==> config.mk <==
export PLATFORM = sky130hd
export DESIGN_NAME = command_list_overlay_switch_counter
export DESIGN_NICKNAME = d
export VERILOG_FILES = /design/src/rtl/clos_pkg.sv /design/src/rtl/command_list_overlay_switch_counter.sv /design/src/rtl/clos_ram.sv /design/src/rtl/clos_step.sv
export SDC_FILE = /design/constraint.sdc
export NUM_CORES = 1
export LEC_CHECK = 0
export ABC_CLOCK_PERIOD_IN_PS = 5200
export BUFFER_PORTS_ARGS = -buffer_cell sky130_fd_sc_hd__buf_2
export CAP_MARGIN = 30
export CORE_MARGIN = 5
export CORE_UTILIZATION = 30
export CTS_CLUSTER_SIZE = 12
export DETAILED_ROUTE_END_ITERATION = 16
export GPL_ROUTABILITY_DRIVEN = 0
export GPL_TIMING_DRIVEN = 1
export PLACE_DENSITY = 0.43
export SYNTH_ARGS = -nofsm -noshare
export SYNTH_HDL_FRONTEND = slang
export SYNTH_HIERARCHICAL = 1
export SYNTH_SLANG_ARGS = --single-unit
==> constraint.sdc <==
create_clock -name clk -period 5.2 [get_ports clk]
set_input_delay 1.04 -clock clk [delete_from_list [all_inputs] [get_ports clk]]
set_output_delay 1.04 -clock clk [all_outputs]
set_load 0.02 [all_outputs]
==> src/rtl/clos_pkg.sv <==
package clos_pkg;

	localparam int ADDR_W = 24;
	localparam int WORD_W = 32;
	localparam int CNT_W = 16;
	localparam int OVL_W = 4;
	localparam int ITER_W = 10;
	localparam int ERR_W = 2;
	localparam int ID_W = 8;
	localparam int SIZE_W = 8;
	localparam int STACK_DEPTH_DEF = 8;

	localparam logic [ID_W-1:0] ID_JUMP = 8'h02;
	localparam logic [ID_W-1:0] ID_CALL = 8'h03;
	localparam logic [ID_W-1:0] ID_RET = 8'h04;
	localparam logic [ITER_W-1:0] ITER_RESET = 10'd1000;
	localparam logic [OVL_W-1:0] OVL_MAX = 4'hC;
	localparam logic [CNT_W-1:0] CNT_MAX = 16'hFFFF;
	localparam logic [ADDR_W-1:0] RET_OFFSET = 24'd8;

	// Byte address of the max_iterations register.
	localparam logic [1:0] REG_MAX_ITER = 2'd0;

	typedef enum logic [2:0] {
		ST_IDLE = 3'b001,
		ST_WALK = 3'b010,
		ST_DONE = 3'b100
	} status_t;

	typedef enum logic [ERR_W-1:0] {
		ERR_NONE  = 2'd0,
		ERR_SIZE  = 2'd1,
		ERR_ITER  = 2'd2,
		ERR_STACK = 2'd3
	} err_t;

	typedef struct packed {
		logic [ADDR_W-1:0] addr;
		logic [OVL_W-1:0]  ovl;
		logic [CNT_W-1:0]  sw;
		logic [ITER_W-1:0] iter;
		status_t           status;
		err_t              err;
	} walk_t;

	typedef struct packed {
		logic [ITER_W-1:0] iter;
		logic [ADDR_W-1:0] addr;
	} stk_entry_t;

	localparam int STK_W = $bits(stk_entry_t);

	typedef struct packed {
		logic       push;
		logic       pop;
		stk_entry_t entry;
	} stk_op_t;

	typedef struct packed {
		logic [ADDR_W-1:0] addr;
		logic [CNT_W-1:0]  sw;
		logic [OVL_W-1:0]  ovl;
		logic              done;
		err_t              err;
	} res_t;

	// Command length in bytes; zero marks an unknown id.
	function automatic logic [SIZE_W-1:0] size_of_id(input logic [ID_W-1:0] id);
		logic [SIZE_W-1:0] sz;
		sz = '0;
		case (id)
			8'h01, 8'h02, 8'h04, 8'h06, 8'h0A: sz = 8'd4;
			8'h03, 8'h08: sz = 8'd8;
			8'h05: sz = 8'd16;
			8'h07, 8'h09: sz = 8'd12;
			8'h10, 8'h12, 8'h13, 8'h16, 8'h1B, 8'h1C: sz = 8'd8;
			8'h11, 8'h15, 8'h18: sz = 8'd16;
			8'h14: sz = 8'd12;
			8'h17, 8'h19, 8'h1A: sz = 8'd4;
			8'hC0, 8'hC1, 8'hC2, 8'hC5: sz = 8'd8;
			8'hC3, 8'hC4: sz = 8'd16;
			8'hC6, 8'hC7: sz = 8'd4;
			8'hC8: sz = 8'd32;
			8'hC9: sz = 8'd48;
			8'hCA, 8'hCC: sz = 8'd96;
			8'hCB, 8'hCD: sz = 8'd112;
			8'hCE: sz = 8'd160;
			8'hCF: sz = 8'd176;
			8'hD0, 8'hDB: sz = 8'd16;
			8'hD1, 8'hDA, 8'hDC, 8'hDE: sz = 8'd4;
			8'hD2, 8'hD3, 8'hD5, 8'hD6, 8'hD7, 8'hD8, 8'hD9, 8'hDD: sz = 8'd8;
			8'hD4: sz = 8'd12;
			8'hDF: sz = 8'd28;
			8'hE4, 8'hE5: sz = 8'd16;
			8'hE0, 8'hE1, 8'hE2, 8'hE3, 8'hE6, 8'hE7, 8'hE8, 8'hE9,
			8'hEA, 8'hEB, 8'hEC, 8'hED, 8'hEE, 8'hEF: sz = 8'd8;
			8'hF0, 8'hF1, 8'hF2, 8'hF3, 8'hF4, 8'hF5, 8'hF6, 8'hF7,
			8'hF8, 8'hF9, 8'hFA, 8'hFB, 8'hFC, 8'hFD, 8'hFE, 8'hFF: sz = 8'd8;
			default: sz = '0;
		endcase
		return sz;
	endfunction

endpackage

==> src/rtl/command_list_overlay_switch_counter.sv <==
// The result of an accepted request is registered into the main or skid slot of the result buffer.
// Throughput: one request per cycle while req_ready is high; decode and next address are combinational.
// A two-entry result buffer keeps req_ready high while one result waits on res_ready.
// Reset (arst_n low): walk idle, counters and overlay cleared, max_iterations = 1000.
// Return stack contents are not cleared; only entries pushed in the current walk are read.
module command_list_overlay_switch_counter #(
	parameter int STACK_DEPTH = clos_pkg::STACK_DEPTH_DEF
) (
	input  logic                              clk,
	input  logic                              arst_n,
	// request channel
	input  logic                              req_valid,
	output logic                              req_ready,
	input  logic                              start_req,
	input  logic [clos_pkg::ADDR_W-1:0]       start_address,
	input  logic [clos_pkg::WORD_W-1:0]       command_word,
	// result channel
	output logic                              res_valid,
	input  logic                              res_ready,
	output logic [clos_pkg::ADDR_W-1:0]       fetch_address,
	output logic [clos_pkg::CNT_W-1:0]        switch_count,
	output logic [clos_pkg::OVL_W-1:0]        active_overlay,
	output logic                              done_res,
	output logic [clos_pkg::ERR_W-1:0]        error_code,
	// configuration port
	input  logic                              psel,
	input  logic                              penable,
	input  logic                              pwrite,
	input  logic [1:0]                        paddr,
	input  logic [31:0]                       pwdata,
	output logic [31:0]                       prdata,
	output logic                              pready
);
	import clos_pkg::*;

	localparam int DW = $clog2(STACK_DEPTH + 1);
	localparam int AW = (STACK_DEPTH > 1) ? $clog2(STACK_DEPTH) : 1;

	// Configuration: max_iterations is the only register, at address zero.
	logic [ITER_W-1:0] max_iter_q;
	logic              cfg_wr;

	assign pready = 1'b1;
	assign cfg_wr = psel & penable & pwrite;
	assign prdata = 32'(max_iter_q);

	always_ff @(posedge clk or negedge arst_n) begin
		if (!arst_n) begin
			max_iter_q <= ITER_RESET;
		end else if (cfg_wr && paddr == REG_MAX_ITER) begin
			max_iter_q <= pwdata[ITER_W-1:0];
		end
	end

	// Walk state.
	walk_t             walk_q;
	walk_t             walk_nxt;
	logic [DW-1:0]     depth_q;
	logic [DW-1:0]     depth_nxt;
	logic [DW-1:0]     depth_d;
	stk_op_t           stk_op;
	stk_entry_t        tos_q;
	logic [STK_W-1:0]  stk_rdata;
	logic [AW-1:0]     stk_raddr;
	logic              acc;

	assign acc = req_valid & req_ready;

	clos_step #(
		.STACK_DEPTH(STACK_DEPTH)
	) u_step (
		.cur           (walk_q),
		.depth         (depth_q),
		.tos           (tos_q),
		.start_req     (start_req),
		.start_address (start_address),
		.command_word  (command_word),
		.max_iterations(max_iter_q),
		.nxt           (walk_nxt),
		.depth_nxt     (depth_nxt),
		.op            (stk_op)
	);

	always_ff @(posedge clk or negedge arst_n) begin
		if (!arst_n) begin
			walk_q.addr   <= '0;
			walk_q.ovl    <= '0;
			walk_q.sw     <= '0;
			walk_q.iter   <= '0;
			walk_q.status <= ST_IDLE;
			walk_q.err    <= ERR_NONE;
			depth_q       <= '0;
		end else if (acc) begin
			walk_q  <= walk_nxt;
			depth_q <= depth_nxt;
		end
	end

	// Return stack: the top entry lives in tos_q, and the RAM keeps every entry.
	// The RAM read is aimed at the entry below the next top, so a later pop finds it
	// already registered. A push writes at the current
	// depth while the read points one lower, so the two never collide.
	assign depth_d   = acc ? depth_nxt : depth_q;
	assign stk_raddr = AW'(depth_d - DW'(2));

	clos_ram #(
		.WIDTH(STK_W),
		.DEPTH(STACK_DEPTH)
	) u_stack (
		.clk  (clk),
		.we   (acc & stk_op.push),
		.waddr(AW'(depth_q)),
		.wdata(stk_op.entry),
		.raddr(stk_raddr),
		.rdata(stk_rdata)
	);

	always_ff @(posedge clk) begin
		if (acc && stk_op.push) begin
			tos_q <= stk_op.entry;
		end else if (acc && stk_op.pop) begin
			tos_q <= stk_entry_t'(stk_rdata);
		end
	end

	// Result buffer: main slot drives the ports, skid slot catches one result
	// while the main slot is stalled. Drop req_ready only when the skid is full.
	res_t res_new;
	res_t main_q;
	res_t skid_q;
	logic main_vld_q;
	logic skid_vld_q;
	logic res_pop;

	assign res_new.addr = walk_nxt.addr;
	assign res_new.sw   = walk_nxt.sw;
	assign res_new.ovl  = walk_nxt.ovl;
	assign res_new.done = (walk_nxt.status == ST_DONE);
	assign res_new.err  = walk_nxt.err;

	assign req_ready = ~skid_vld_q;
	assign res_valid = main_vld_q;
	assign res_pop   = main_vld_q & res_ready;

	always_ff @(posedge clk or negedge arst_n) begin
		if (!arst_n) begin
			main_vld_q <= 1'b0;
			skid_vld_q <= 1'b0;
		end else if (skid_vld_q) begin
			if (res_pop) begin
				skid_vld_q <= 1'b0;
			end
		end else if (acc) begin
			if (main_vld_q && !res_pop) begin
				skid_vld_q <= 1'b1;
			end else begin
				main_vld_q <= 1'b1;
			end
		end else if (res_pop) begin
			main_vld_q <= 1'b0;
		end
	end

	always_ff @(posedge clk) begin
		if (skid_vld_q) begin
			if (res_pop) begin
				main_q <= skid_q;
			end
		end else if (acc) begin
			if (main_vld_q && !res_pop) begin
				skid_q <= res_new;
			end else begin
				main_q <= res_new;
			end
		end
	end

	assign fetch_address  = main_q.addr;
	assign switch_count   = main_q.sw;
	assign active_overlay = main_q.ovl;
	assign done_res       = main_q.done;
	assign error_code     = main_q.err;

	// Checks.
	a_skid_needs_main: assert property (@(posedge clk) disable iff (!arst_n)
		skid_vld_q |-> main_vld_q)
		else $error("skid slot holds a result while main slot is empty");

	a_depth_bound: assert property (@(posedge clk) disable iff (!arst_n)
		depth_q <= DW'(STACK_DEPTH))
		else $error("call depth beyond stack size");

	a_push_depth: assert property (@(posedge clk) disable iff (!arst_n)
		(acc && stk_op.push) |=> depth_q == $past(depth_q) + DW'(1))
		else $error("push did not advance call depth");

	a_done_holds: assert property (@(posedge clk) disable iff (!arst_n)
		(walk_q.status == ST_DONE && !(acc && start_req)) |=> walk_q.status == ST_DONE)
		else $error("finished walk resumed without a start request");

endmodule

==> src/rtl/clos_ram.sv <==
module clos_ram #(
	parameter int WIDTH = 34,
	parameter int DEPTH = 8
) (
	input  logic                                 clk,
	input  logic                                 we,
	input  logic [(DEPTH > 1 ? $clog2(DEPTH) : 1)-1:0] waddr,
	input  logic [WIDTH-1:0]                     wdata,
	input  logic [(DEPTH > 1 ? $clog2(DEPTH) : 1)-1:0] raddr,
	output logic [WIDTH-1:0]                     rdata
);

	logic [WIDTH-1:0] mem [DEPTH];

	always_ff @(posedge clk) begin
		if (we) begin
			mem[waddr] <= wdata;
		end
		rdata <= mem[raddr];
	end

endmodule

==> src/rtl/clos_step.sv <==
module clos_step #(
	parameter int STACK_DEPTH = 8
) (
	input  clos_pkg::walk_t                       cur,
	input  logic [$clog2(STACK_DEPTH+1)-1:0]      depth,
	input  clos_pkg::stk_entry_t                  tos,
	input  logic                                  start_req,
	input  logic [clos_pkg::ADDR_W-1:0]           start_address,
	input  logic [clos_pkg::WORD_W-1:0]           command_word,
	input  logic [clos_pkg::ITER_W-1:0]           max_iterations,
	output clos_pkg::walk_t                       nxt,
	output logic [$clog2(STACK_DEPTH+1)-1:0]      depth_nxt,
	output clos_pkg::stk_op_t                     op
);
	import clos_pkg::*;

	localparam int DW = $clog2(STACK_DEPTH + 1);

	logic [ID_W-1:0]   id;
	logic [SIZE_W-1:0] sz;
	logic [ITER_W-1:0] lim;
	logic [ITER_W:0]   iter_inc;
	logic [OVL_W-1:0]  ovl;

	assign id       = command_word[WORD_W-1 -: ID_W];
	assign sz       = size_of_id(id);
	assign lim      = (max_iterations == '0) ? ITER_W'(1) : max_iterations;
	assign iter_inc = {1'b0, cur.iter} + (ITER_W+1)'(1);
	assign ovl      = (id[ID_W-1 -: OVL_W] > OVL_MAX) ? OVL_MAX : id[ID_W-1 -: OVL_W];

	always_comb begin
		nxt       = cur;
		depth_nxt = depth;
		op        = '0;
		if (start_req) begin
			nxt.addr   = start_address;
			nxt.ovl    = '0;
			nxt.sw     = '0;
			nxt.iter   = '0;
			nxt.status = ST_WALK;
			nxt.err    = ERR_NONE;
			depth_nxt  = '0;
		end else if (cur.status == ST_WALK) begin
			case (id)
				ID_JUMP: begin
					nxt.addr = command_word[ADDR_W-1:0];
					nxt.iter = iter_inc[ITER_W-1:0];
					if (iter_inc >= {1'b0, lim}) begin
						nxt.status = ST_DONE;
						nxt.err    = ERR_ITER;
					end
				end
				ID_CALL: begin
					if (depth >= DW'(STACK_DEPTH)) begin
						nxt.status = ST_DONE;
						nxt.err    = ERR_STACK;
					end else begin
						op.push       = 1'b1;
						op.entry.addr = cur.addr + RET_OFFSET;
						op.entry.iter = iter_inc[ITER_W-1:0];
						depth_nxt     = depth + DW'(1);
						nxt.iter      = '0;
						nxt.addr      = command_word[ADDR_W-1:0];
					end
				end
				ID_RET: begin
					if (depth == '0) begin
						nxt.status = ST_DONE;
						nxt.err    = ERR_NONE;
					end else begin
						op.pop    = 1'b1;
						depth_nxt = depth - DW'(1);
						nxt.addr  = tos.addr;
						nxt.iter  = tos.iter;
						if (tos.iter >= lim) begin
							nxt.status = ST_DONE;
							nxt.err    = ERR_ITER;
						end
					end
				end
				default: begin
					if (sz == '0) begin
						nxt.status = ST_DONE;
						nxt.err    = ERR_SIZE;
					end else begin
						nxt.addr = cur.addr + ADDR_W'(sz);
						if (ovl != '0 && ovl != cur.ovl) begin
							nxt.ovl = ovl;
							if (cur.sw != CNT_MAX) begin
								nxt.sw = cur.sw + CNT_W'(1);
							end
						end
						nxt.iter = iter_inc[ITER_W-1:0];
						if (iter_inc >= {1'b0, lim}) begin
							nxt.status = ST_DONE;
							nxt.err    = ERR_ITER;
						end
					end
				end
			endcase
		end
	end

endmodule

==> After elaboration in Yosys (flattened, before gate mapping) <==
Memories as Yosys holds them, arrays and structs flattened. A register that Yosys moved wholly into a read port is not among the register bits.
Index checks and enable logic that the tools add are counted.
{ "op_classes": {"reduce_logical": 20, "bitwise": 6, "add_sub_neg": 7, "muxes": 48, "magnitude_cmp": 4, "eq_ne": 13} }
{ "op_table": {"columns": ["operator", "n"], "rows": [
  ["$mux W47", 4],
  ["$mux W34", 4],
  ["$mux W59", 2],
  ["$mux W36", 2],
  ["$pmux W24 S3", 1],
  ["$mux W54", 1],
  ["$mux W24", 2],
  ["$pmux W15 S3", 1],
  ["$mux W20", 2],
  ["$mux W10", 3],
  ["$mux W5", 5],
  ["$add A24 B4 Y24 const B", 1],
  ["$add A24 B8 Y24", 1],
  ["$mux W4", 6],
  ["$add A16 B1 Y16 const B", 1],
  ["$eq A8 B2 Y1 const B", 2],
  ["$mux W16", 1],
  ["$ne A16 B16 Y1 const B", 1],
  ["$mux W1", 13],
  ["$add A10 B1 Y11 const B", 1],
  ["$ge A11 B10 Y1", 1],
  ["$ge A10 B10 Y1", 1],
  ["$logic_not A10 Y1", 1],
  ["$reduce_and A3 Y1", 3],
  ["other kinds (25)", 38]
]} }
{ "word_totals": {"output_inout_bits": 82, "mem_count": 2, "register_bits": 203, "ram_bits": 272, "word_cells": 122, "rom_bits": 1536} }
{ "mem_list": {"columns": ["name", "depth", "width", "read_ports", "rd_ports_with_merged_regs", "write_ports", "line_no", "text"], "rows": [
  ["(no name shown)", 256, 6, 1, 0, 0, "clos_pkg.sv:71", "case (id)"],
  ["u_stack.mem", 8, 34, 1, 1, 1, "clos_ram.sv:13", "logic [WIDTH-1:0] mem [DEPTH];"]
]} }

==> Logic depth before layout (Yosys ltp) <==
{ "depth": {"word_depth": 13, "ltp_mapped": 19, "mapped_depth_nobuf": 18} }

==> Modules after synthesis <==
The synthesis kept the hierarchy.
{ "modules_own_cells": {"columns": ["module", "seq_area_each_um2", "instances", "cells_per_inst", "area_per_inst_um2"], "rows": [
  ["clos_ram", 8848.5, 1, 441, 11083.1],
  ["command_list_overlay_switch_counter", 5729.2, 1, 553, 8025.2],
  ["clos_step", 0.0, 1, 775, 4869.7]
]} }

==> Least setup slack after synthesis <==
Ideal clock, no wire load.
{ "synth_timing": {"kind": "input to register", "from": "input command_word[28] (netlist name)", "to": "memory u_stack.mem[4][0], enable pin", "t_required_ps": 4733, "path_stages": 13, "setup_slack_ps": -790, "t_arrival_ps": 5523, "cell_sequence": "buf_4 -> buf_2 -> nor4_2 -> nand2_1 -> nor2_1 -> nand3_1 -> inv_1 -> clkbuf_1 -> nand2_4 -> buf_6 -> inv_1 -> nand2_1 -> nor3_1"} }
{ "synth_lines": {"columns": ["element", "line_no", "text"], "rows": [
  ["start, declared", "command_list_overlay_switch_counter.sv:16", "input logic [clos_pkg::WORD_W-1:0] command_word,"],
  ["end, declared", "clos_ram.sv:13", null]
]} }

==> flow_summary.yaml <==
global_routing:
  initial_antenna_violation_count: 6
  globalRouteTotalUtil_pct: 15.5
  global_route_wire_length_before_repair_microns: 102000
  grt_remaining_overflow: 0
  grt_start_max_net_pins: 69
  first_global_vias: 15500
placed_design:
  place.port_buffers: 134
  hpwlAfterDp_microns: 46400
  placement.cell_area_sq_um: 26200
setup_path:
  worst_setup_path_start_kind: "input pin"
  path_cells: "buf_2 -> inv_1 -> ha_1 -> or3b_4 -> and2_0 -> a221o_1 -> ha_1 -> a21o_1 -> a21oi_1 -> o21ai_0 -> a21oi_1 -> a211oi_1 -> xnor2_1 -> a31oi_1 -> mux2_2"
  slowest_delay_ns: 0.66
  worst-setup-path-type: "in -> reg"
  worst-endpoint-required_ns: 5.58
  crit_arrival_ns: 4.92
  slowest_stage: "a21oi_1"
  reg2regPathDepth: 14
  crit_path_end_kind: "flop"
  critical_path.max_fanout: 7
timing:
  maxClockFrequency_mhz: 220
  setup_viol: 0
  tightest_slew_ns: 1.00
  fraction_of_the_cycle_the_final_worst_path_needs_pct: 87.4
  rsz0062_at_grt: "false"
  final.min_clock_period_ns: 4.54
  final_hold_viol_count: 0
  timing.slew.headroom_pct: 33.2
  final_layout_setup_total_negative_slack_ns: 0
  skew_ns: 0.0531
  maxSlewViolCount: 0
run_status:
  result_of_the_run: "finished clean"
synth:
  async_reset_ff_share_pct: 14.7
  post_synth.cell_area_avg_sq_um: 13.6
  yosys.cell_count.top_type: "edfxtp_1"
  synthDominantAreaCellType: "edfxtp_1"
  synthesis.instances: 1769
  synth-warning-count: 6
  synth.yosys.seq_area_share_pct: 60.8
  synth_top_area_share_pct: 50.1
  count_of_distinct_cell_types_in_the_synthesized_netlist: 85
  synthFlopType: "edfxtp_1"
  count_of_flip_flops_with_a_built_in_enable_after_synthesis: 400
  synth_top_cells_by_count: "400 x edfxtp_1, 256 x nand2_1, 93 x nor2_1, 85 x a21oi_1, 83 x mux2_2"
  synth.cell_area_sq_um: 24000
  synth_area_leaders: "edfxtp_1 50%, dfrtp_1 7.1%, mux4_2 5.3%"
  ys_ff_latch: 509
final_layout:
  postLayoutCellArea_sq_um: 28000
  synthToLayoutAreaGrowth_pct: 17.0
  layout-drive-gt1-share_pct: 26.4
  finish.net_count: 2073
floorplan:
  chipWidth_microns: 293
  pin_count: 180
  fp.dieArea_sq_um: 85700
  placeableCoreArea_sq_um: 79100
  placementRows: 103
  fp.dieH_microns: 293
  initial_core_util_pct: 30.3
clocking:
  cts_tree: "done"
  numCtsBuffers: 57
  cts.hold.buffers_added: 0
  clk_pin_slew_worst_paths_ns: 0.06
  clkSinkCount: 509
  postCtsSetupRepairBufs: 0
  clock_latency_on_the_worst_skew_pair_ns: 0.65
  cts_htree_levels: 2
  clk_path_buf_depth: 3
  clk_root_buffer_cell: "clkbuf_16"
  cts_repair_resize_count: 0
route:
  routed_wire_length_per_instance_microns: 22.5
  totalWireLength_microns: 68300
  detailroute.via_count: 15100
  final_ant_viol_nets: 0
  drc_errors: 0
  firstDrtPassIters: 5
  detailedRoute.firstIterationViolations: 1083
  via_per_inst: 4.99
pwr:
  switching_share_pct: 31.7
  p_switching_mw: 3.72
  seq_power_share_pct: 44.8
  power.share.clock_pct: 33.8
  total_power_mw: 11.8
  power_dens_cells_nw_per_um2: 419
  max-vdd-ir-drop_v: 0.000231
  cellLeakagePower_nw: 10.6
  comb_power_share_pct: 21.4
  p_int_mw: 8.03
job:
  drv_cap: 0
min_path:
  hp-class: "reg -> reg"
  hold-path-cell-count: 2
sequential cells by signal (all words and copies together) (netlist names), 2 cells and up, named ones only:
signal and flops:
depth_q 3, u_stack/rdata 34, skid_q 47, fetch_address 24, tos_q 34, walk_q 59, active_overlay 4, max_iter_q 10
error_code 2, switch_count 16, u_stack/mem 272
cell usage in the layout, fill, tap and decap left out, types with 12 or more instances in the layout:
cell type / netlist / routed
a221oi_1: 18 / 18
ha_1: 40 / 40
a211oi_1: 17 / 17
nand2_1: 256 / 255
buf_2: 44 / 133
xnor2_1: 27 / 27
xor2_1: 17 / 17
edfxtp_1: 400 / 400
mux2_2: 83 / 83
mux2_4: 49 / 49
or3_1: 16 / 16
nand2b_1: 14 / 13
nand4_1: 12 / 12
dfrtp_1: 68 / 67
clkbuf_1: 42 / 18
conb_1: 2 / 23
clkbuf_16: 0 / 57
nor3_1: 20 / 18
o21ai_0: 61 / 61
mux4_2: 56 / 56
and2_1: 20 / 19
buf_4: 24 / 61
nand3_1: 26 / 26
nor2_1: 93 / 86
dfxtp_1: 34 / 34
a21oi_1: 85 / 82
mux4_1: 12 / 12
a221o_1: 12 / 12
buf_12: 3 / 13
a31oi_1: 17 / 17
inv_1: 40 / 40
nor2b_1: 12 / 12
routing by layer:
layer	GRT usage [%]	wire length, microns	vias up
li1	-	-	6974
met1	21.1	30000	7640
met2	25.5	32500	422
met3	2.56	3380	100
met4	5.10	2320	4
met5	0	23	-
per-stage QoR:
| step | hold WS (ns) | std cells | util (%) | setup WS (ns) |
|---|---|---|---|---|
| 4_1_cts | 0.491 | 3032 | 35.4 | 0.690 |
| 6_report | 0.495 | 3036 | 35.4 | 0.656 |
| 2_1_floorplan | 0.444 | 1790 | - | 0.121 |
| 3_3_place_gp | 0.468 | 2925 | 33.1 | 0.0782 |
| 5_1_grt | 0.512 | 3033 | 35.4 | 0.451 |
| 3_5_place_dp | 0.475 | 2925 | 33.1 | 0.0391 |
cell type report:
type	instances	area (sq um)
flip-flops and latches	509	14600
diodes	4	10.0
clock inverters	28	309
inverters	42	158
clock buffers	79	1550
multi-input cells	1117	8750
well taps	1050	1310
repair buffers	207	1380
fillers	7682	51100
power groups by stage:
stage | registers, mW | logic [mW] | clock network [mW]
5_1_grt | 5.32 | 2.76 | 4.26
2_1_floorplan | 5.41 | 1.49 | 0
4_1_cts | 5.26 | 2.56 | 4.10
3_5_place_dp | 5.34 | 2.54 | 0
6_report | 5.26 | 2.52 | 3.97
3_3_place_gp | 5.33 | 2.52 | 0
cells by family after synthesis:
kind of cell | Yosys count | synth area share [%]
buf+inv | 164 | 3.60
compound gates | 290 | 8.17
xor+xnor | 44 | 1.61
mux | 208 | 13.9
other cells | 2 | 0.0313
fa+ha+maj | 41 | 2.17
flops | 509 | 60.8
simple gates | 511 | 9.75
critical path: cells and delay by family:
kind | cells | cell delay (ns)
buffers and inverters | 2 | 0.30
AND/OR/NAND/NOR | 2 | 0.55
adder cells (fa/ha/maj) | 2 | 0.50
multiplexers | 1 | 0.29
XOR/XNOR | 1 | 0.21
AO/OA/AOI/OAI | 7 | 2.02
path summary, 6_finish.rpt:
path / startpoint / to / slack (ns)
min in group asynchronous: arst_n / max_iter_q[4]$_DFFE_PN0P_ / 0.51
setup / recovery: command_word[25] / fetch_address[15]$_DFFE_PP_ / 0.66
setup reg to reg: walk_q[5]$_DFFE_PN0P_ / done_res$_DFFE_PP_ / 0.73
hold reg to reg: walk_q[2]$_DFFE_PN1P_ / walk_q[2]$_DFFE_PN1P_ / 0.49
max in group asynchronous: arst_n / walk_q[18]$_DFFE_PN0P_ / 3.71
hold / removal: walk_q[2]$_DFFE_PN1P_ / walk_q[2]$_DFFE_PN1P_ / 0.49
Note: power is estimated with default switching activity, not from simulation.
